## src/design/erle_pkg.sv

```systemverilog
package erle_pkg;

	localparam logic [7:0]  ESC_BYTE    = 8'hED;
	localparam logic [16:0] MODE0_START = 17'h04000;
	localparam logic [16:0] MODE1_START = 17'h0C000;
	localparam logic [16:0] ADDR_LIMIT  = 17'h10000;
	localparam logic [15:0] RAW_LENGTH  = 16'hFFFF;
	localparam logic [2:0]  RUN_TAKE    = 3'd4;
	localparam logic [2:0]  WIN_DEPTH   = 3'd4;
	localparam logic [1:0]  FIFO_DEPTH  = 2'd2;

	typedef enum logic [1:0] {
		REG_FORMAT_MODE  = 2'd0,
		REG_BLOCK_LENGTH = 2'd1,
		REG_TARGET_BANK  = 2'd2
	} cfg_reg_t;

	typedef enum logic {
		PH_DECODE,
		PH_DONE
	} phase_t;

	typedef enum logic [1:0] {
		ACT_LITERAL,
		ACT_RUN,
		ACT_MARKER,
		ACT_WAIT
	} act_t;

	typedef struct packed {
		logic [7:0] value;
		logic       esc;
		logic       zero;
	} byte_tok_t;

	typedef struct packed {
		logic        mode;
		logic [15:0] block_length;
		logic [2:0]  bank;
	} erle_cfg_t;

endpackage

```

## src/design/erle_channels.sv

```systemverilog
interface erle_byte_if;
	logic       valid;
	logic       ready;
	logic [7:0] in_byte;

	modport source(output valid, output in_byte, input ready);
	modport sink(input valid, input in_byte, output ready);
endinterface

interface erle_run_if;
	logic        valid;
	logic        ready;
	logic [15:0] start_address;
	logic [7:0]  fill_value;
	logic [7:0]  run_length;
	logic [2:0]  bank_out;
	logic        block_done;
	logic        overflow_error;

	modport source(output valid, output start_address, output fill_value, output run_length,
		output bank_out, output block_done, output overflow_error, input ready);
	modport sink(input valid, input start_address, input fill_value, input run_length,
		input bank_out, input block_done, input overflow_error, output ready);
endinterface

interface erle_cfg_if;
	logic        valid;
	logic        ready;
	logic [1:0]  index;
	logic [15:0] data;

	modport source(output valid, output index, output data, input ready);
	modport sink(input valid, input index, input data, output ready);
endinterface

```

## src/design/ed_escape_rle_decoder_unit.sv

```systemverilog
// path: a literal byte passes the input queue, then the result register, to reach
// runs; so does a run after its value byte, and the end marker after its last byte
// throughput: one byte per cycle while runs is ready, set by the single decode step
// per cycle and one-entry result register; released held bytes give one run per cycle
// reset: all control state cleared, mode 0 with address 0x4000; a write to format_mode
// or block_length restarts decoding in the cycle after the write
module ed_escape_rle_decoder_unit import erle_pkg::*; #(
	parameter int unsigned BANK_SIZE = 16384
) (
	input  logic       clk,
	input  logic       arst_n,
	erle_byte_if.sink  stream,
	erle_run_if.source runs,
	erle_cfg_if.sink   cfg
);

	erle_cfg_t cfg_q;
	logic      restart_q;
	logic      cfg_wr;
	byte_tok_t head;
	logic      head_valid;
	logic      pop;

	assign cfg.ready = 1'b1;
	assign cfg_wr    = cfg.valid && cfg.ready;

	always_ff @(posedge clk or negedge arst_n) begin
		if (!arst_n) begin
			cfg_q     <= '0;
			restart_q <= 1'b0;
		end else begin
			restart_q <= 1'b0;
			if (cfg_wr) begin
				unique case (cfg.index)
					REG_FORMAT_MODE: begin
						cfg_q.mode <= cfg.data[0];
						restart_q  <= 1'b1;
					end
					REG_BLOCK_LENGTH: begin
						cfg_q.block_length <= cfg.data;
						restart_q          <= 1'b1;
					end
					REG_TARGET_BANK: begin
						cfg_q.bank <= cfg.data[2:0];
					end
					default: begin
					end
				endcase
			end
		end
	end

	erle_front u_front (
		.clk        (clk),
		.arst_n     (arst_n),
		.stream     (stream),
		.head       (head),
		.head_valid (head_valid),
		.pop        (pop)
	);

	erle_back #(
		.BANK_SIZE (BANK_SIZE)
	) u_back (
		.clk        (clk),
		.arst_n     (arst_n),
		.cfg        (cfg_q),
		.restart    (restart_q),
		.head       (head),
		.head_valid (head_valid),
		.pop        (pop),
		.runs       (runs)
	);

endmodule

```

## src/design/erle_front.sv

```systemverilog
module erle_front import erle_pkg::*; (
	input  logic      clk,
	input  logic      arst_n,
	erle_byte_if.sink stream,
	output byte_tok_t head,
	output logic      head_valid,
	input  logic      pop
);

	byte_tok_t  mem_q [2];
	logic       wr_ptr_q;
	logic       rd_ptr_q;
	logic [1:0] count_q;
	logic       push;
	byte_tok_t  tok;

	assign stream.ready = (count_q != FIFO_DEPTH);
	assign push         = stream.valid && stream.ready;
	assign head_valid   = (count_q != 2'd0);
	assign head         = mem_q[rd_ptr_q];

	// classify once on the way in
	always_comb begin
		tok.value = stream.in_byte;
		tok.esc   = (stream.in_byte == ESC_BYTE);
		tok.zero  = (stream.in_byte == 8'h00);
	end

	always_ff @(posedge clk) begin
		if (push) begin
			mem_q[wr_ptr_q] <= tok;
		end
	end

	always_ff @(posedge clk or negedge arst_n) begin
		if (!arst_n) begin
			wr_ptr_q <= 1'b0;
			rd_ptr_q <= 1'b0;
			count_q  <= 2'd0;
		end else begin
			if (push) begin
				wr_ptr_q <= ~wr_ptr_q;
			end
			if (pop) begin
				rd_ptr_q <= ~rd_ptr_q;
			end
			count_q <= count_q + {1'b0, push} - {1'b0, pop};
		end
	end

endmodule

```

## src/design/erle_back.sv

```systemverilog
module erle_back import erle_pkg::*; #(
	parameter int unsigned BANK_SIZE = 16384
) (
	input  logic       clk,
	input  logic       arst_n,
	input  erle_cfg_t  cfg,
	input  logic       restart,
	input  byte_tok_t  head,
	input  logic       head_valid,
	output logic       pop,
	erle_run_if.source runs
);

	localparam logic [16:0] BANK_TOTAL = 17'(BANK_SIZE);

	phase_t      phase_q, phase_nx;
	byte_tok_t   buf_q [4];
	logic [2:0]  cnt_q;
	logic [16:0] addr_q;
	logic [16:0] consumed_q;

	logic        res_valid_q;
	logic [15:0] res_addr_q;
	logic [7:0]  res_val_q;
	logic [7:0]  res_len_q;
	logic [2:0]  res_bank_q;
	logic        res_done_q;
	logic        res_err_q;

	byte_tok_t   w [4];
	logic        raw, empty_blk, use_head, rem_ge4, match, decoding, slot_free;
	logic [16:0] total;
	logic [2:0]  wcnt, take;
	act_t        esc_act, act;
	logic [7:0]  run_len, run_val;
	logic [16:0] consumed_nx, end_sum;
	logic        done, ovf, is_marker;
	logic        do_empty, do_append, decide, emit_req, fire_step, finish, discard;
	logic        res_load, res_done_nx, res_err_nx;
	logic [7:0]  res_val_nx, res_len_nx;

	// window: held bytes followed by the queue head
	always_comb begin
		raw       = cfg.mode && (cfg.block_length == RAW_LENGTH);
		total     = raw ? BANK_TOTAL : {1'b0, cfg.block_length};
		empty_blk = cfg.mode && (total == 17'd0);
		use_head  = head_valid && (cnt_q != WIN_DEPTH);
		wcnt      = cnt_q + {2'b00, use_head};
		for (int i = 0; i < 4; i++) begin
			w[i] = (3'(i) < cnt_q) ? buf_q[i] : head;
		end
		rem_ge4 = ({1'b0, consumed_q} + 18'd4) <= {1'b0, total};

		if (wcnt < 3'd2) begin
			esc_act = ACT_WAIT;
		end else if (!w[1].esc) begin
			esc_act = ACT_LITERAL;
		end else if (wcnt < 3'd4) begin
			esc_act = ACT_WAIT;
		end else begin
			esc_act = ACT_RUN;
		end

		match = (wcnt < 3'd2 || w[1].esc) && (wcnt < 3'd3 || w[2].esc) &&
			(wcnt < 3'd4 || w[3].zero);

		act = ACT_LITERAL;
		if (cfg.mode) begin
			if (!raw && w[0].esc && rem_ge4) begin
				act = esc_act;
			end
		end else if (w[0].zero) begin
			if (match) begin
				act = (wcnt < 3'd4) ? ACT_WAIT : ACT_MARKER;
			end
		end else if (w[0].esc) begin
			act = esc_act;
		end

		take        = (act == ACT_RUN) ? RUN_TAKE : 3'd1;
		run_len     = (act == ACT_RUN) ? w[2].value : 8'd1;
		run_val     = (act == ACT_RUN) ? w[3].value : w[0].value;
		consumed_nx = consumed_q + {14'd0, take};
		done        = cfg.mode && (consumed_nx >= total);
		end_sum     = addr_q + {9'd0, run_len};
		is_marker   = (act == ACT_MARKER);
		ovf         = !is_marker && (run_len != 8'd0) && (end_sum > ADDR_LIMIT);

		decoding  = (phase_q == PH_DECODE);
		slot_free = !res_valid_q || runs.ready;
		do_empty  = !restart && decoding && empty_blk && use_head && slot_free;
		do_append = !restart && decoding && !empty_blk && (wcnt != 3'd0) &&
			(act == ACT_WAIT) && use_head;
		decide    = !restart && decoding && !empty_blk && (wcnt != 3'd0) && (act != ACT_WAIT);
		emit_req  = is_marker || ovf || (run_len != 8'd0) || done;
		fire_step = decide && (!emit_req || slot_free);
		finish    = is_marker || ovf || done;
		discard   = !restart && !decoding && head_valid;

		pop = do_empty || do_append || (fire_step && use_head) || discard;
	end

	always_comb begin
		phase_nx = phase_q;
		if (restart) begin
			phase_nx = PH_DECODE;
		end else if (do_empty || (fire_step && finish)) begin
			phase_nx = PH_DONE;
		end
	end

	// result fields
	always_comb begin
		res_load    = do_empty || (fire_step && emit_req);
		res_done_nx = do_empty || finish;
		res_err_nx  = !do_empty && ovf;
		res_val_nx  = (do_empty || is_marker) ? 8'd0 : run_val;
		res_len_nx  = (do_empty || is_marker) ? 8'd0 : run_len;
	end

	always_ff @(posedge clk) begin
		if (do_append) begin
			buf_q[cnt_q[1:0]] <= head;
		end else if (fire_step) begin
			for (int i = 0; i < 3; i++) begin
				buf_q[i] <= w[i + 1];
			end
		end
		if (res_load) begin
			res_addr_q <= addr_q[15:0];
			res_val_q  <= res_val_nx;
			res_len_q  <= res_len_nx;
			res_bank_q <= cfg.bank;
			res_done_q <= res_done_nx;
			res_err_q  <= res_err_nx;
		end
	end

	always_ff @(posedge clk or negedge arst_n) begin
		if (!arst_n) begin
			phase_q     <= PH_DECODE;
			cnt_q       <= 3'd0;
			addr_q      <= MODE0_START;
			consumed_q  <= 17'd0;
			res_valid_q <= 1'b0;
		end else begin
			phase_q <= phase_nx;
			if (restart) begin
				cnt_q      <= 3'd0;
				consumed_q <= 17'd0;
				addr_q     <= cfg.mode ? MODE1_START : MODE0_START;
			end else if (do_append) begin
				cnt_q <= cnt_q + 3'd1;
			end else if (fire_step) begin
				cnt_q <= finish ? 3'd0 : (wcnt - take);
				if (cfg.mode) begin
					consumed_q <= consumed_nx;
				end
				if (!is_marker && !ovf) begin
					addr_q <= end_sum;
				end
			end
			if (res_load) begin
				res_valid_q <= 1'b1;
			end else if (runs.ready) begin
				res_valid_q <= 1'b0;
			end
		end
	end

	assign runs.valid          = res_valid_q;
	assign runs.start_address  = res_addr_q;
	assign runs.fill_value     = res_val_q;
	assign runs.run_length     = res_len_q;
	assign runs.bank_out       = res_bank_q;
	assign runs.block_done     = res_done_q;
	assign runs.overflow_error = res_err_q;

	a_win_bound: assert property (@(posedge clk) disable iff (!arst_n)
		cnt_q <= WIN_DEPTH)
		else $error("lookahead window over capacity");

	a_done_empty: assert property (@(posedge clk) disable iff (!arst_n)
		phase_q == PH_DONE |-> cnt_q == 3'd0)
		else $error("held bytes left after end of block");

	a_done_stops: assert property (@(posedge clk) disable iff (!arst_n)
		res_load && res_done_nx |=> phase_q == PH_DONE)
		else $error("final run issued but decoding goes on");

	a_addr_bound: assert property (@(posedge clk) disable iff (!arst_n)
		addr_q <= ADDR_LIMIT)
		else $error("write address past top of memory");

	a_pop_valid: assert property (@(posedge clk) disable iff (!arst_n)
		pop |-> head_valid)
		else $error("pop from empty queue");

endmodule

```

## src/flat_wrapper.sv

```systemverilog
// flat-port wrapper written by rule: the top's interface ports become plain ports
module ed_escape_rle_decoder_unit_flat import erle_pkg::*;
#(
	parameter int unsigned BANK_SIZE = 16384
)
  (clk, arst_n, stream_valid, stream_in_byte, stream_ready, runs_valid, runs_start_address, runs_fill_value, runs_run_length, runs_bank_out, runs_block_done, runs_overflow_error, runs_ready, cfg_valid, cfg_index, cfg_data, cfg_ready);
  erle_byte_if stream_i ();
  erle_run_if runs_i ();
  erle_cfg_if cfg_i ();
  input  logic clk;
  input  logic arst_n;
  input wire logic [$bits(stream_i.valid)-1:0] stream_valid;
  input wire logic [$bits(stream_i.in_byte)-1:0] stream_in_byte;
  output wire logic [$bits(stream_i.ready)-1:0] stream_ready;
  output wire logic [$bits(runs_i.valid)-1:0] runs_valid;
  output wire logic [$bits(runs_i.start_address)-1:0] runs_start_address;
  output wire logic [$bits(runs_i.fill_value)-1:0] runs_fill_value;
  output wire logic [$bits(runs_i.run_length)-1:0] runs_run_length;
  output wire logic [$bits(runs_i.bank_out)-1:0] runs_bank_out;
  output wire logic [$bits(runs_i.block_done)-1:0] runs_block_done;
  output wire logic [$bits(runs_i.overflow_error)-1:0] runs_overflow_error;
  input wire logic [$bits(runs_i.ready)-1:0] runs_ready;
  input wire logic [$bits(cfg_i.valid)-1:0] cfg_valid;
  input wire logic [$bits(cfg_i.index)-1:0] cfg_index;
  input wire logic [$bits(cfg_i.data)-1:0] cfg_data;
  output wire logic [$bits(cfg_i.ready)-1:0] cfg_ready;
  assign stream_i.valid = stream_valid;
  assign stream_i.in_byte = stream_in_byte;
  assign stream_ready = stream_i.ready;
  assign runs_valid = runs_i.valid;
  assign runs_start_address = runs_i.start_address;
  assign runs_fill_value = runs_i.fill_value;
  assign runs_run_length = runs_i.run_length;
  assign runs_bank_out = runs_i.bank_out;
  assign runs_block_done = runs_i.block_done;
  assign runs_overflow_error = runs_i.overflow_error;
  assign runs_i.ready = runs_ready;
  assign cfg_i.valid = cfg_valid;
  assign cfg_i.index = cfg_index;
  assign cfg_i.data = cfg_data;
  assign cfg_ready = cfg_i.ready;
  ed_escape_rle_decoder_unit #(.BANK_SIZE(BANK_SIZE)) u_core (.clk(clk), .arst_n(arst_n), .stream(stream_i), .runs(runs_i), .cfg(cfg_i));
endmodule
```

## config.mk

```make
export PLATFORM = sky130hd
export DESIGN_NAME = ed_escape_rle_decoder_unit_flat
export DESIGN_NICKNAME = d
export VERILOG_FILES = /design/src/design/erle_pkg.sv /design/src/design/erle_channels.sv /design/src/design/ed_escape_rle_decoder_unit.sv /design/src/design/erle_front.sv /design/src/design/erle_back.sv /design/src/flat_wrapper.sv
export SDC_FILE = /design/constraint.sdc
export NUM_CORES = 1
export LEC_CHECK = 0
export ABC_AREA = 1
export BUFFER_PORTS_ARGS = -buffer_cell sky130_fd_sc_hd__buf_2
export CORE_ASPECT_RATIO = 1.75
export CORE_MARGIN = 4
export CORE_UTILIZATION = 25
export CTS_CLUSTER_SIZE = 14
export DETAILED_ROUTE_END_ITERATION = 16
export PLACE_DENSITY_LB_ADDON = 0.08
export SYNTH_ARGS = -nofsm -noshare
export SYNTH_HDL_FRONTEND = slang
export SYNTH_HIERARCHICAL = 1
export SYNTH_SLANG_ARGS = --single-unit
```

## constraint.sdc

```tcl
create_clock -name clk -period 15.1 [get_ports clk]
set_input_delay 3.02 -clock clk [delete_from_list [all_inputs] [get_ports clk]]
set_output_delay 3.02 -clock clk [all_outputs]
set_load 0.05 [all_outputs]
```

# ---- After elaboration in Yosys (flattened, before gate mapping)
# Memory sizes are Yosys's and may differ from the RTL's.
# Cells that the tools add are included.
dict set report totals {
  ram_bits 60
  n_memories 2
  out_inout_bits 40
  ff_bits 101
}
# name words word_bits rd rd_clocked_by_memory_dff write_ports line
set memory_table {}
lappend memory_table {u_core.u_back.buf_q 4 10 4 0 3 erle_back.sv:17} ;# byte_tok_t buf_q [4];
lappend memory_table {u_core.u_front.mem_q 2 10 1 0 1 erle_front.sv:10} ;# byte_tok_t mem_q [2];
dict set report op_classes {
  bitwise_logic 3
  n_reduce_logical 71
  n_addsub 8
  order_cmp 10
  muxes 46
  eq_ne 11
}
# op count
set ops {}
lappend ops {{$mux W17} 8}
lappend ops {{$mux W10} 5}
lappend ops {{$mux W16} 2}
lappend ops {{$logic_and A1 B1 Y1} 28}
lappend ops {{$add A17 B3 Y18 const B} 1}
lappend ops {{$le A18 B16 Y1} 1}
lappend ops {{$mux W2} 9}
lappend ops {{$add A17 B3 Y17} 1}
lappend ops {{$add A17 B8 Y17} 1}
lappend ops {{$ge A17 B16 Y1} 1}
lappend ops {{$gt A17 B17 Y1 const B} 1}
lappend ops {{$logic_not A17 Y1} 1}
lappend ops {{$eq A16 B16 Y1 const B} 1}
lappend ops {{$logic_or A1 B1 Y1} 16}
lappend ops {{$mux W8} 2}
lappend ops {{$mux W1} 15}
lappend ops {{$mux W3} 5}
lappend ops {{$reduce_bool A2 Y1} 6}
lappend ops {{$reduce_or A10 Y1} 1}
lappend ops {{$eq A8 B8 Y1 const B} 1}
lappend ops {{$logic_not A1 Y1} 8}
lappend ops {{$logic_not A8 Y1} 1}
lappend ops {{$reduce_bool A8 Y1} 1}
lappend ops {{$eq A2 B2 Y1 const B} 3}
lappend ops {{19 further kinds} 30}

# ---- Logic depth before layout (Yosys ltp)
# Gate-level depths: netlist of run 1.
dict set report depth {
  depth_word 26
  depth_mapped 58
  ltp_nobuf 56
}

# ---- Cells and area by module
# The synthesis of run 1 kept the hierarchy.
# mod instances area_each_um2 seq_area_each_um2 cells_per_inst
set modules_own_cells {}
lappend modules_own_cells {erle_back 1 7393.3 3289.4 871}
lappend modules_own_cells {erle_front 1 1019.7 700.7 70}
lappend modules_own_cells {ed_escape_rle_decoder_unit 1 900.9 525.5 97}

# ---- Worst setup path before layout of run 1
# Ideal clock, no wire load.
dict set report synth_path {
  path_type {register to register}
  startpoint {reg u_core.u_back.cnt_q[0]}
  endpoint {reg u_core.u_back.res_bank_q[0], in the netlist u_core/u_back/runs.bank_out[0] (enable)}
  n_path_buf 2
  arrival_time_ns 6.568
  required_ns 14.705
  setup_slack_ns 8.137
  period_less_slack_ns 6.963
  stages_incl_launch_ff 42
  path_cell_list {dfrtp_1 inv_1 ha_1 inv_1 o21ai_0 inv_1 ha_1 ha_1 xor2_2 o21ai_1 o21ai_1 nor2_1 nand2_1 nor2_1 nand2_1 nand2_1 nand2_2 nor2_4 (+6 left out) nor2_1 nand2_1 nor3_1 nand3_1 nor3_1 xor2_1 ha_1 nand4_1 o41ai_1 nor2_1 nand2_1 a21boi_2 nand3_2 nand2_4 nand2_8 clkinv_1 nand2_1 nand2_1}
}
dict set report synth_via {
  elab_chain_cells 23
  elab_cells_between_ends 57
}
# item line
set synth_lines {}
lappend synth_lines {{start: declaration} erle_back.sv:18} ;# logic [2:0] cnt_q;
lappend synth_lines {{start signal: assignment} erle_back.sv:153} ;# cnt_q <= cnt_q + 3'd1;
lappend synth_lines {{start signal: assignment} erle_back.sv:155} ;# cnt_q <= finish ? 3'd0 : (wcnt - take);
lappend synth_lines {{$ne A3 B3 Y1} erle_back.sv:47} ;# use_head = head_valid && (cnt_q != WIN_DEPTH);
lappend synth_lines {{$logic_and A1 B1 Y1} erle_back.sv:47}
lappend synth_lines {{$add A3 B1 Y3} erle_back.sv:48} ;# wcnt = cnt_q + {2'b00, use_head};
lappend synth_lines {{$lt A3 B3 Y1 (tied with other cells)} {erle_back.sv:58, erle_back.sv:65, erle_back.sv:74}}
lappend synth_lines {{$mux W2 or $logic_or A1 B1 Y1 (tied branches)} {erle_back.sv:58, erle_back.sv:64}}
lappend synth_lines {{$mux W2 or $logic_and A1 B1 Y1 (tied branches)} {erle_back.sv:56, erle_back.sv:64}}
lappend synth_lines {{$mux W2 or $logic_and A1 B1 Y1 (tied branches)} {erle_back.sv:54, erle_back.sv:64}}
lappend synth_lines {{$mux W2, on equally long branches} {erle_back.sv:76, erle_back.sv:73}}
lappend synth_lines {{(+6 left out)} -}
lappend synth_lines {{$logic_and A1 B1 Y1} erle_back.sv:87} ;# ovf = !is_marker && (run_len != 8'd0) && (end_sum > ADDR_LIMIT);
lappend synth_lines {{$logic_or A1 B1 Y1 (3 in series)} erle_back.sv:95} ;# emit_req = is_marker || ovf || (run_len != 8'd0) || done;
lappend synth_lines {{$logic_not A1 Y1} erle_back.sv:96} ;# fire_step = decide && (!emit_req || slot_free);
lappend synth_lines {{$logic_or A1 B1 Y1} erle_back.sv:96}
lappend synth_lines {{$logic_and A1 B1 Y1} erle_back.sv:96}
lappend synth_lines {{$logic_and A1 B1 Y1} erle_back.sv:114} ;# res_load = do_empty || (fire_step && emit_req);
lappend synth_lines {{$logic_or A1 B1 Y1 (*)} erle_back.sv:114}
lappend synth_lines {{via u_core.u_back.res_load} erle_back.sv:39} ;# logic res_load, res_done_nx, res_err_nx;
lappend synth_lines {{end signal: assignment} erle_back.sv:133} ;# res_bank_q <= cfg.bank;
lappend synth_lines {{end: declaration} erle_back.sv:26} ;# logic [2:0] res_bank_q;
# The timed path passes the listed nets; every way through them passes the cells marked *.
# A chain may end at the register's enable or synchronous reset.

# ---- Final worst setup path of run 1
dict set report layout_path {
  startpoint {reg u_core.u_back.cnt_q[2]}
  endpoint {reg u_core.u_back.res_addr_q[4], in the netlist u_core/u_back/runs.start_address[4] (enable)}
}
dict set report layout_via {
  elab_chain_cells 23
  elab_cells_between_ends 57
}
# item line
set layout_lines {}
lappend layout_lines {{$ne A3 B3 Y1} erle_back.sv:47}
lappend layout_lines {{$logic_and A1 B1 Y1} erle_back.sv:47}
lappend layout_lines {{$add A3 B1 Y3} erle_back.sv:48}
lappend layout_lines {{$lt A3 B3 Y1 (tied with other cells)} {erle_back.sv:58, erle_back.sv:65, erle_back.sv:74}}
lappend layout_lines {{$mux W2 or $logic_or A1 B1 Y1 (tied branches)} {erle_back.sv:58, erle_back.sv:64}}
lappend layout_lines {{$mux W2 or $logic_and A1 B1 Y1 (tied branches)} {erle_back.sv:56, erle_back.sv:64}}
lappend layout_lines {{$mux W2 or $logic_and A1 B1 Y1 (tied branches)} {erle_back.sv:54, erle_back.sv:64}}
lappend layout_lines {{$mux W2, on equally long branches} {erle_back.sv:76, erle_back.sv:73}}
lappend layout_lines {{(+6 left out)} -}
lappend layout_lines {{$logic_and A1 B1 Y1} erle_back.sv:87}
lappend layout_lines {{$logic_or A1 B1 Y1 (3 in series)} erle_back.sv:95}
lappend layout_lines {{$logic_not A1 Y1} erle_back.sv:96}
lappend layout_lines {{$logic_or A1 B1 Y1} erle_back.sv:96}
lappend layout_lines {{$logic_and A1 B1 Y1} erle_back.sv:96}
lappend layout_lines {{$logic_and A1 B1 Y1} erle_back.sv:114}
lappend layout_lines {{$logic_or A1 B1 Y1 (*)} erle_back.sv:114}
lappend layout_lines {{via u_core.u_back.res_load} erle_back.sv:39}
lappend layout_lines {{end signal: assignment} erle_back.sv:130} ;# res_addr_q <= addr_q[15:0];
lappend layout_lines {{end: declaration} erle_back.sv:23} ;# logic [15:0] res_addr_q;
# Marked as above.

==> results of run 1 <==
-- kinds of logic (layout without fill, tap and decap cells) --
logic type               after synthesis  after routing
AO/OA/AOI/OAI                        128            128
adder cells (fa/ha/maj)               54             54
AND/OR/NAND/NOR                      499            499
buffers and inverters                144            218
XOR/XNOR                              41             41
multiplexers                          10             10
flip-flops                           161            161
other                                  1              1
-- worst max-delay path by stage --
stage                            from                                    to  cells past startpoint
6_report       u_core/u_back/cnt_q[2]   u_core/u_back/runs.start_address[4]                     40
4_1_cts        u_core/u_back/cnt_q[2]  u_core/u_back/runs.start_address[13]                     40
2_1_floorplan  u_core/u_back/cnt_q[0]        u_core/u_back/runs.bank_out[0]                     41
5_1_grt        u_core/u_back/cnt_q[2]   u_core/u_back/runs.start_address[8]                     40
3_5_place_dp   u_core/u_back/cnt_q[2]  u_core/u_back/runs.start_address[13]                     40
3_3_place_gp   u_core/u_back/cnt_q[2]  u_core/u_back/runs.start_address[13]                     40
-- state kept, by name, summed over array words and instances, names as in the netlist --
signal	count
u_core/restart_q	1
u_core/u_back/cnt_q	3
u_core/u_front/count_q	2
u_core/u_back/runs.valid	1
u_core/u_back/phase_q	1
u_core/u_back/addr_q	17
u_core/u_front/rd_ptr_q	1
u_core/cfg_q	20
u_core/u_back/runs.overflow_error	1
u_core/u_back/buf_q	40
u_core/u_back/runs.run_length	8
u_core/u_back/consumed_q	17
u_core/u_back/runs.bank_out	3
u_core/u_front/mem_q	20
u_core/u_back/runs.start_address	16
u_core/u_back/runs.fill_value	8
u_core/u_back/runs.block_done	1
u_core/u_front/wr_ptr_q	1
-- cell usage in the layout (no fill, tap or decap), types with 4 or more instances in the layout --
cell,n
o21ai_0,59
nand2_4,4
nand2_1,299
buf_2,69
ha_1,53
inv_1,111
nand3_2,4
nand4_1,32
a21oi_1,25
nor2_2,6
inv_6,4
nand2_2,7
a211oi_1,16
xor2_1,37
edfxtp_1,97
o21ai_1,16
dfrtp_1,63
nand3b_1,5
mux2_4,9
nor2_1,69
clkbuf_16,17
nor3_1,14
bufinv_16,4
nand3_1,46
-- Yosys cell counts, drive strengths merged, types with 2 or more instances --
library cell	n	area share
edfxtp	97	0.31
nand2	311	0.13
dfrtp	63	0.17
a211oi	16	0.013
or2	2	0.0013
a21o	3	0.0024
nand3b	5	0.0040
a21oi	26	0.014
nand3	52	0.033
a21boi	2	0.0020
nor2	80	0.041
ha	53	0.071
o21ai	76	0.041
nor4	2	0.0013
xor2	38	0.037
nand4	32	0.021
buf	21	0.018
nor3	15	0.0086
inv	114	0.046
mux2	10	0.016
clkbuf	8	0.0032
xnor2	3	0.0028
-- area by class of cell --
type	count	area share
multi-input cells	733	0.389
well taps	475	0.0554
clock buffers	17	0.0397
inverters	115	0.0403
repair buffers	71	0.0336
flip-flops and latches	161	0.421
clock inverters	15	0.0204
-- per-layer routing --
metal,up-vias,track usage
met3,36,0.0227
met5,-,0
met1,3297,0.134
met4,0,0.0597
li1,3583,-
met2,117,0.287
-- critical path: cells and delay by family, from the launching register on --
| kind | cells | cell delay, ns |
|---|---|---|
| xor gates and xnor gates | 2 | 0.52 |
| AOI/OAI and AO/OA | 8 | 1.38 |
| DFF | 1 | 0.66 |
| buffers and inverters | 5 | 1.10 |
| adders and majority gates | 5 | 1.25 |
| and+or+nand+nor | 20 | 3.10 |
-- power by group through the flow --
stage	clock network [mW]	logic (mW)	registers, mW
floorplan	0	0.820	0.966
global placement	0	1.38	0.808
detailed placement	0	1.37	0.808
CTS	0.500	1.38	0.799
global route	0.516	1.49	0.811
finish	0.485	1.34	0.793
==> results.sh, run 1 <==
export IMPL_slew_headroom=0.338
export IMPL_cts_root_buf="clkbuf_16"
export IMPL_synth_edf_count=97
export IMPL_ys_seq_area_frac=0.485
export IMPL_rsz0062_at_grt="no"
export IMPL_hold_path_class="reg2reg"
export IMPL_clock_fmax_mhz=118
export IMPL_r2r_end="u_core/u_back/runs.start_address[4]"
export IMPL_wl_met3_um=694
export IMPL_placed_area_mm2=0.0101
export IMPL_synth_cell_type_count=52
export IMPL_routedWlPerCell_um=17.6
export IMPL_min_to="u_core/u_back/runs.bank_out[1]"
export IMPL_clkTransAtPathRegs_ns=0.07
export IMPL_drv_cap=0
export IMPL_ios=71
export IMPL_cts_buffers=17
export IMPL_max_stage_delay_ns=0.72
export IMPL_top_layer="met4"
export IMPL_async_flop_share=0.398
export IMPL_std_cell_rows=93
export IMPL_leakagePower_nw=5.00
export IMPL_holdBufCountCts=0
export IMPL_tns_ns=0
export IMPL_ir_drop_mv=0.0932
export IMPL_sw_frac_of_total=0.484
export IMPL_synth_fa_ha_area_frac=0.0733
export IMPL_gr_usage_all_layers=0.141
export IMPL_fillCellCount=4044
export IMPL_p_switching_mw=1.27
export IMPL_avgSynthCellArea_um2=8.97
export IMPL_yosysWarnings=6
export IMPL_start_kind="flip-flop"
export IMPL_cp_data_arrival_time_ns=8.50
export IMPL_post_dp_hpwl_um=21700
export IMPL_ant_nets=0
export IMPL_intPower_mw=1.35
export IMPL_cts_sinks=161
export IMPL_syn_nets=1123
export IMPL_place_inst=1555
export IMPL_hp_start="u_core/cfg_q[1]"
export IMPL_grt_pass1_wl_um=43400
export IMPL_routed_via_density=4.43
export IMPL_syn_area_mm2=0.00931
export IMPL_timing_final_crit_share=0.559
export IMPL_start_util=0.253
export IMPL_drc=0
export IMPL_drt_iter0_markers=260
export IMPL_worst_slew_pin_slew_ns=0.990
export IMPL_synth_ff_type="edfxtp_1"
export IMPL_synth_compound_area_share=0.0770
export IMPL_reg2reg_depth=40
export IMPL_cp_max_fo=37
export IMPL_synth_top_family_by_area="simple AND/OR/NAND/NOR gates"
export IMPL_dieWidth_um=154
export IMPL_gp_congestion=0.795
export IMPL_timing_final_ws_setup_ns=6.66
export IMPL_syn_to_final_growth_pct=15.1
export IMPL_totalPowerFinal_mw=2.62
export IMPL_antennaDiodeCount=0
export IMPL_hold_slack_ns=0.453
export IMPL_muxShareOfSynthArea=0.0157
export IMPL_r2r_start="u_core/u_back/cnt_q[2]"
export IMPL_portBuffers=69
export IMPL_hold_path_depth=0
export IMPL_critPathCaptureType="flip-flop"
export IMPL_first_global_vias=7506
export IMPL_die_area_mm2=0.0405
export IMPL_seqPwrFrac=0.303
export IMPL_period_minus_slack_ns=8.44
export IMPL_cellPowerDensity_mw_per_mm2=244
export IMPL_synthXorXnorAreaFrac=0.0394
export IMPL_antenna_found_initial=0
export IMPL_core_area_mm2=0.0368
export IMPL_slowest_stage="nand2_2"
export IMPL_cts_buffer_depth=2
export IMPL_critPathRequiredTime_ns=15.16
export IMPL_cp_common_cell="nand2_1"
export IMPL_drt_total_wl_um=28000
export IMPL_fin_util=0.292
export IMPL_cts_tree="yes"
export IMPL_outcome="finished, final reports clean"
export IMPL_final_max_slew_viol_count=0
export IMPL_grt_ovfl_total=0
export IMPL_final_net_count=1184
export IMPL_stdcell_area_mm2=0.0107
export IMPL_cts_setup_buffers=0
export IMPL_clk_latency_ns=0.44
export IMPL_final_cell_count_no_fill=1587
export IMPL_synth_simple_area_share=0.242
export IMPL_netlist_instances=1038
export IMPL_drt_pre_antenna_iters=6
export IMPL_die_h_um=263
export IMPL_fin_skew_ns=0.0122
export IMPL_seqCellArea_mm2=0.00452
export IMPL_wl_met1_um=9830
export IMPL_setup_viol=0
export IMPL_hold_viol=0
export IMPL_ys_seq_elements=161
export IMPL_place_ws_ns=6.50
export IMPL_multi_input_area_mm2=0.00418
export IMPL_wl_met2_um=16500
export IMPL_vias=7033
export IMPL_grt_max_degree=65
export IMPL_power_frac_comb=0.511
export IMPL_clkPwrFrac=0.185
export IMPL_drive_above_1_share=0.137
export IMPL_ff2ff_setup_slack_ns=6.66
export IMPL_path_class="reg2reg"
export IMPL_htree_levels=4
export IMPL_cts_resized=0
Note: power is estimated with default switching activity, not from simulation.
==> inputs of run 2 (changes only) <==
--- a/config.mk
+++ b/config.mk
@@ -5,7 +5,7 @@
 export SDC_FILE = /design/constraint.sdc
 export NUM_CORES = 1
 export LEC_CHECK = 0
-export ABC_AREA = 1
+export ABC_AREA = 0
 export BUFFER_PORTS_ARGS = -buffer_cell sky130_fd_sc_hd__buf_2
 export CORE_ASPECT_RATIO = 1.75
 export CORE_MARGIN = 4
==> constraint.sdc (replaced) <==
create_clock -name clk -period 7.4 [get_ports clk]
set_input_delay 1.48 -clock clk [delete_from_list [all_inputs] [get_ports clk]]
set_output_delay 1.48 -clock clk [all_outputs]
set_load 0.05 [all_outputs]
==> run 2 against run 1 <==
  * Cell area increased by 2.7%
  * Sequential power increased by 100%
  * Global-route usage increased by 0.059 points
  * Critical path depth decreased by 8
  * Clock power increased by 87%
  * Register-to-register slack got worse by 6.0 ns
  * Hold slack got worse by 0.0073 ns
  * Synthesized cell count decreased by 19%
  * Fmax increased by 25%
  * Combinational power increased by 84%
  * Total power increased by 90%
  * Final cell count decreased by 11%
==> results.sh, run 2 <==
export IMPL_die_area_mm2=0.0407
export IMPL_fin_skew_ns=0.0119
export IMPL_hp_start="u_core/cfg_q[0]"
export IMPL_fillCellCount=3812
export IMPL_crit_path_start="u_core/u_back/consumed_q[2]"
export IMPL_drt_iter0_markers=336
export IMPL_cts_setup_buffers=0
export IMPL_power_frac_comb=0.495
export IMPL_clock_fmax_mhz=148
export IMPL_reg_largest_list="u_core/u_back/buf_q x40, u_core/cfg_q x20, u_core/u_front/mem_q x20"
export IMPL_clkTransAtPathRegs_ns=0.07
export IMPL_cts_resized=0
export IMPL_gp_congestion=0.795
export IMPL_gr_usage_all_layers=0.141
export IMPL_final_cell_mix="97 x edfxtp_1, 68 x buf_2, 67 x nand2_1, 59 x dfrtp_1, 57 x nor2_1"
export IMPL_synthTopCellsByCount="97 x edfxtp_1, 68 x nand2_1, 63 x dfrtp_1"
export IMPL_antenna_found_initial=0
export IMPL_yosysTopAreaCell="edfxtp_1"
export IMPL_netlist_instances=838
export IMPL_largest_register_ffs=40
export IMPL_antennaDiodeCount=0
export IMPL_async_flop_share=0.398
export IMPL_final_max_slew_viol_count=0
export IMPL_dieWidth_um=154
export IMPL_synth_edf_count=97
export IMPL_clkPwrFrac=0.183
export IMPL_slew_headroom=0.290
export IMPL_grt_max_degree=65
export IMPL_path_class="reg2reg"
export IMPL_setup_viol=0
export IMPL_syn_to_final_growth_pct=17.6
export IMPL_rsz0062_at_grt="no"
export IMPL_die_h_um=264
export IMPL_largest_register="u_core/u_back/buf_q"
export IMPL_ys_top_cells_by_area="edfxtp_1 31%, dfrtp_1 17%, ha_1 7.1%, mux2_2 5.5%, nand2_1 2.7%"
export IMPL_p_switching_mw=2.23
export IMPL_grt_ovfl_total=0
export IMPL_final_net_count=1002
export IMPL_cellPowerDensity_mw_per_mm2=452
export IMPL_final_common_cell="edfxtp_1"
export IMPL_std_cell_rows=93
export IMPL_routed_via_density=4.81
export IMPL_clk_latency_ns=0.44
export IMPL_critPathCaptureType="flip-flop"
export IMPL_hold_path_depth=0
export IMPL_ir_drop_mv=0.226
export IMPL_sw_frac_of_total=0.448
export IMPL_placed_area_mm2=0.0104
export IMPL_drt_pre_antenna_iters=4
export IMPL_drv_cap=0
export IMPL_synth_cell_type_count=83
export IMPL_ios=71
export IMPL_synth_ff_type="edfxtp_1"
export IMPL_cts_sinks=161
export IMPL_stdcell_area_mm2=0.0110
export IMPL_ant_nets=0
export IMPL_tns_ns=0
export IMPL_cp_common_cell="ha_1"
export IMPL_cts_buffer_depth=2
export IMPL_reg2reg_depth=32
export IMPL_hold_path_class="reg2reg"
export IMPL_first_global_vias=7210
export IMPL_holdBufCountCts=0
export IMPL_drive_above_1_share=0.238
export IMPL_worst_slew_pin_slew_ns=1.05
export IMPL_leakagePower_nw=4.50
export IMPL_r2r_start="u_core/u_back/consumed_q[2]"
export IMPL_period_minus_slack_ns=6.74
export IMPL_critPathRequiredTime_ns=7.59
export IMPL_drc=0
export IMPL_avgSynthCellArea_um2=11.2
export IMPL_core_area_mm2=0.0369
export IMPL_synth_most_common_cell="edfxtp_1"
export IMPL_timing_final_crit_share=0.911
export IMPL_ys_seq_area_frac=0.482
export IMPL_outcome="finished, final reports clean"
export IMPL_cts_buffers=17
export IMPL_cts_tree="yes"
export IMPL_cp_data_arrival_time_ns=6.93
export IMPL_drt_total_wl_um=28100
export IMPL_yosysWarnings=6
export IMPL_max_stage_delay_ns=0.35
export IMPL_post_dp_hpwl_um=21500
export IMPL_routedWlPerCell_um=20.0
export IMPL_portBuffers=69
export IMPL_vias=6753
export IMPL_slowest_stage="dfrtp_1"
export IMPL_intPower_mw=2.75
export IMPL_syn_area_mm2=0.00936
export IMPL_start_kind="flip-flop"
export IMPL_synth_top_area_frac=0.311
export IMPL_cts_root_buf="clkbuf_16"
export IMPL_ys_seq_elements=161
export IMPL_cp_max_fo=10
export IMPL_syn_nets=923
export IMPL_hold_viol=0
export IMPL_start_util=0.254
export IMPL_seqPwrFrac=0.323
export IMPL_htree_levels=4
export IMPL_grt_pass1_wl_um=44100
run 2: changes by cell type in the layout (fill, tap and decap cells not counted), sizes merged, moves of 13 or more:
| cell | previous run | this run |
|---|---|---|
| o21ai | 76 | 39 |
| nand2b | 0 | 28 |
| mux2i | 0 | 15 |
| xnor2 | 3 | 20 |
| nand3 | 52 | 24 |
| buf | 71 | 97 |
| nor2 | 80 | 59 |
| mux2 | 10 | 60 |
| or3 | 0 | 21 |
| xor2 | 38 | 21 |
| nand2 | 311 | 69 |
| nand4 | 32 | 19 |
| inv | 121 | 29 |
run 2: cell families after synthesis:
| family | after synthesis | synth area share |
|---|---|---|
| buf+inv | 58 | 0.0269 |
| simple gates | 301 | 0.172 |
| flops | 161 | 0.482 |
| compound gates | 147 | 0.113 |
| xor+xnor | 41 | 0.0404 |
| fa+ha+maj | 54 | 0.0730 |
| mux | 75 | 0.0922 |
| other cells | 1 | 0.000401 |
run 2: critical path: cells and delay by family (launching register included):
family / cells / cell delay (ns)
muxes: 1 / 0.35
adders and majority gates: 4 / 1.01
xor gates and xnor gates: 2 / 0.42
AOI/OAI and AO/OA: 11 / 2.22
and+or+nand+nor: 10 / 1.51
DFF: 1 / 0.35
buffers and inverters: 4 / 0.66
run 2: final cells by class:
class                      instances  area [um^2]  share of cell area
clock buffer                      17          425              0.0386
clock inverter                    15          168              0.0152
inverter                          21         78.8             0.00716
multi-input combinational        619         4630               0.420
sequential                       161         4520               0.411
tap                              475          594              0.0540
timing repair buffer              97          596              0.0541
run 2: layer usage:
metal,global-route usage,part of all wire
met5,0,0
met4,0.0492,0.022
met3,0.0205,0.024
met2,0.278,0.58
met1,0.150,0.38
run 2: final timing paths:
path | to | slack (ns)
min reg2reg | u_core/u_back/runs.bank_out[0] | 0.45
max reg2reg | u_core/u_back/buf_q[0][2] | 0.66
max in group asynchronous | u_core/u_back/consumed_q[5] | 5.53
max | u_core/u_back/buf_q[0][2] | 0.66
min in group asynchronous | u_core/cfg_q[0] | 1.17
min | u_core/u_back/runs.bank_out[0] | 0.45
run 2: power by group through the flow:
stage                     Clock (mW)  Sequential (mW)  Combinational (mW)
final                          0.908             1.60                2.46
after global routing           0.982             1.64                2.69
after CTS                      0.948             1.61                2.51
after detailed placement           0             1.63                2.50
after global placement             0             1.63                2.51
after floorplan                    0             1.94                1.33
run 2: per-stage QoR:
stage	power, mW	setup WS, ns	cells	utilization	hold slack (ns)
after detailed placement	4.13	0.304	1373	0.281	0.430
final	4.97	0.660	1405	0.298	0.446
after CTS	5.07	0.255	1405	0.298	0.447
after global placement	4.14	0.239	1373	0.281	0.423
after floorplan	3.27	0.300	838	-	0.419
after global routing	5.31	0.0771	1405	0.298	0.463
==> inputs of run 3 (changes only) <==
--- a/config.mk
+++ b/config.mk
@@ -5,7 +5,7 @@
 export SDC_FILE = /design/constraint.sdc
 export NUM_CORES = 1
 export LEC_CHECK = 0
-export ABC_AREA = 0
+export ABC_AREA = 1
 export BUFFER_PORTS_ARGS = -buffer_cell sky130_fd_sc_hd__buf_2
 export CORE_ASPECT_RATIO = 1.75
 export CORE_MARGIN = 4
==> run 3 against run 2 <==
  * Routed wire length shrank 0.65%
  * Die area shrank 0.50%
  * Fmax shrank 0.72%
  * Sequential share of layout area grew 0.36 points
  * Clock-buffer cell count grew 1
  * Hold slack gained 0.0059 ns
  * Setup slack lost 0.049 ns
  * Global-route usage shrank 0.11 points
  * Register-to-register slack lost 0.05 ns
  * First-iteration DRC count shrank 14%
  * Combinational power grew 17%
  * Critical path type unchanged
  * Largest power group unchanged
==> results.sh, run 3 (same netlist as run 1, synthesis figures left out) <==
export IMPL_hold_path_class="reg2reg"
export IMPL_drt_total_wl_um=27900
export IMPL_cp_max_fo=6
export IMPL_grt_max_degree=65
export IMPL_cts_root_buf="clkbuf_16"
export IMPL_largest_register_ffs=40
export IMPL_ant_nets=0
export IMPL_power_frac_comb=0.538
export IMPL_gp_congestion=0.875
export IMPL_setup_viol=0
export IMPL_core_area_mm2=0.0368
export IMPL_cts_sinks=161
export IMPL_vias=7147
export IMPL_dieWidth_um=154
export IMPL_routedWlPerCell_um=17.3
export IMPL_place_ws_ns=0.298
export IMPL_fillCellCount=4023
export IMPL_cellPowerDensity_mw_per_mm2=493
export IMPL_hold_viol=0
export IMPL_fin_skew_ns=0.0102
export IMPL_timing_final_crit_share=0.917
export IMPL_routed_via_density=4.43
export IMPL_clock_fmax_mhz=147
export IMPL_seqCellArea_mm2=0.00452
export IMPL_cts_buffer_depth=2
export IMPL_seqPwrFrac=0.295
export IMPL_drive_above_1_share=0.160
export IMPL_critPathCaptureType="flip-flop"
export IMPL_die_h_um=263
export IMPL_largest_register="u_core/u_back/buf_q"
export IMPL_drt_pre_antenna_iters=7
export IMPL_start_kind="flip-flop"
export IMPL_drt_iter0_markers=289
export IMPL_grt_ovfl_total=0
export IMPL_htree_levels=4
export IMPL_std_cell_rows=93
export IMPL_leakagePower_nw=5.10
export IMPL_post_dp_hpwl_um=21700
export IMPL_drc=0
export IMPL_timing_final_ws_setup_ns=0.612
export IMPL_clkPwrFrac=0.167
export IMPL_placed_area_mm2=0.0102
export IMPL_cts_buffers=17
export IMPL_portBuffers=69
export IMPL_final_common_cell="nand2_1"
export IMPL_intPower_mw=2.79
export IMPL_cp_data_arrival_time_ns=7.12
export IMPL_grt_pass1_wl_um=43300
export IMPL_outcome="finished, final reports clean"
export IMPL_multi_input_area_mm2=0.00422
export IMPL_ios=71
export IMPL_stdcell_area_mm2=0.0109
export IMPL_clkTransAtPathRegs_ns=0.07
export IMPL_final_cell_mix="299 x nand2_1, 110 x inv_1, 97 x edfxtp_1, 69 x buf_2, 67 x nor2_1"
export IMPL_antenna_found_initial=0
export IMPL_worst_slew_pin_slew_ns=1.10
export IMPL_max_stage_delay_ns=0.45
export IMPL_sw_frac_of_total=0.481
export IMPL_slowest_stage="dfrtp_2"
export IMPL_first_global_vias=7502
export IMPL_syn_to_final_growth_pct=17.1
export IMPL_gr_usage_all_layers=0.140
export IMPL_p_switching_mw=2.59
export IMPL_final_max_slew_viol_count=0
export IMPL_drv_cap=0
export IMPL_cp_top_family="simple AND/OR/NAND/NOR gates"
export IMPL_ir_drop_mv=0.223
export IMPL_period_minus_slack_ns=6.79
export IMPL_path_buf_inv=7
export IMPL_final_net_count=1209
export IMPL_cts_tree="yes"
export IMPL_reg_largest_list="u_core/u_back/buf_q x40, u_core/cfg_q x20, u_core/u_front/mem_q x20"
export IMPL_cp_common_cell="nand2_1"
export IMPL_path_class="reg2reg"
export IMPL_clk_latency_ns=0.44
export IMPL_antennaDiodeCount=0
export IMPL_die_area_mm2=0.0405
export IMPL_start_util=0.253
export IMPL_critPathRequiredTime_ns=7.73
export IMPL_slew_headroom=0.265
==> run 3: cell count changes in the layout (fill, tap and decap cells not counted), sizes merged, moves of 15 or more <==
cell and change:
o21ai +37, nor2 +21, nand2 +242, xor2 +17, nand2b -28, nand3 +28, mux2 -50, or3 -21
inv +90, mux2i -15, xnor2 -17
==> run 3: metrics by stage <==
stage	power (mW)	hold WS [ns]	std cells	TNS, ns	utilization
final	5.38	0.452	1612	0	0.297
after global routing	5.83	0.467	1612	-0.00676	0.297
after CTS	5.48	0.457	1608	0	0.295
after detailed placement	4.55	0.439	1576	0	0.279
after global placement	4.56	0.436	1576	0	0.279
after floorplan	3.64	0.425	1038	0	-
==> run 3: final cells by class <==
type,instances,share of cell area
clock buffers,18,0.0393
flip-flops and latches,161,0.414
repair buffers,96,0.0514
well taps,475,0.0545
inverters,115,0.0396
multi-input cells,733,0.387
clock inverters,14,0.0141
==> run 3: power by group through the flow <==
| stage | Sequential, mW | Combinational (mW) | Clock [mW] |
|---|---|---|---|
| 4_1_cts | 1.60 | 2.94 | 0.941 |
| 5_1_grt | 1.62 | 3.23 | 0.973 |
| 3_5_place_dp | 1.62 | 2.93 | 0 |
| 3_3_place_gp | 1.62 | 2.95 | 0 |
| 2_1_floorplan | 1.97 | 1.67 | 0 |
| 6_report | 1.59 | 2.89 | 0.898 |
==> run 3: worst register-to-register path: cells and delay by family, from the launching register on <==
kind                       cells  cell delay (ns)
DFF                            1             0.45
AOI/OAI and AO/OA              6             1.11
buffers and inverters          7             0.57
xor gates and xnor gates       2             0.36
and+or+nand+nor               26             2.73
adders and majority gates      7             1.48
==> run 3: path summary, 6_finish.rpt <==
check                                             from                        endpoint  slack [ns]  depth (start not counted)
worst max-delay path            u_core/u_back/cnt_q[0]       u_core/u_front/count_q[1]        0.61                         48
worst min-delay path                   u_core/cfg_q[1]  u_core/u_back/runs.bank_out[1]        0.45                          0
worst max register to register  u_core/u_back/cnt_q[0]       u_core/u_front/count_q[1]        0.61                         48
worst min register to register         u_core/cfg_q[1]  u_core/u_back/runs.bank_out[1]        0.45                          0
max in group asynchronous                       arst_n          u_core/u_back/cnt_q[0]        5.44                          2
min in group asynchronous                       arst_n                u_core/cfg_q[10]        1.21                          2
==> run 3: timing repair <==
action / in CTS / in global routing
setup endpoints to repair: 0 / 110
setup buffers: 0 / 4
hold buffers: 0 / 0
gates resized for setup: 0 / 11
==> run 3: layer usage <==
metal,GRT usage,share of wire,up-vias
met1,0.139,0.36,3384
met4,0.0557,0.031,0
met5,0,0,-
li1,-,-,3622
met2,0.281,0.59,107
met3,0.0232,0.020,34
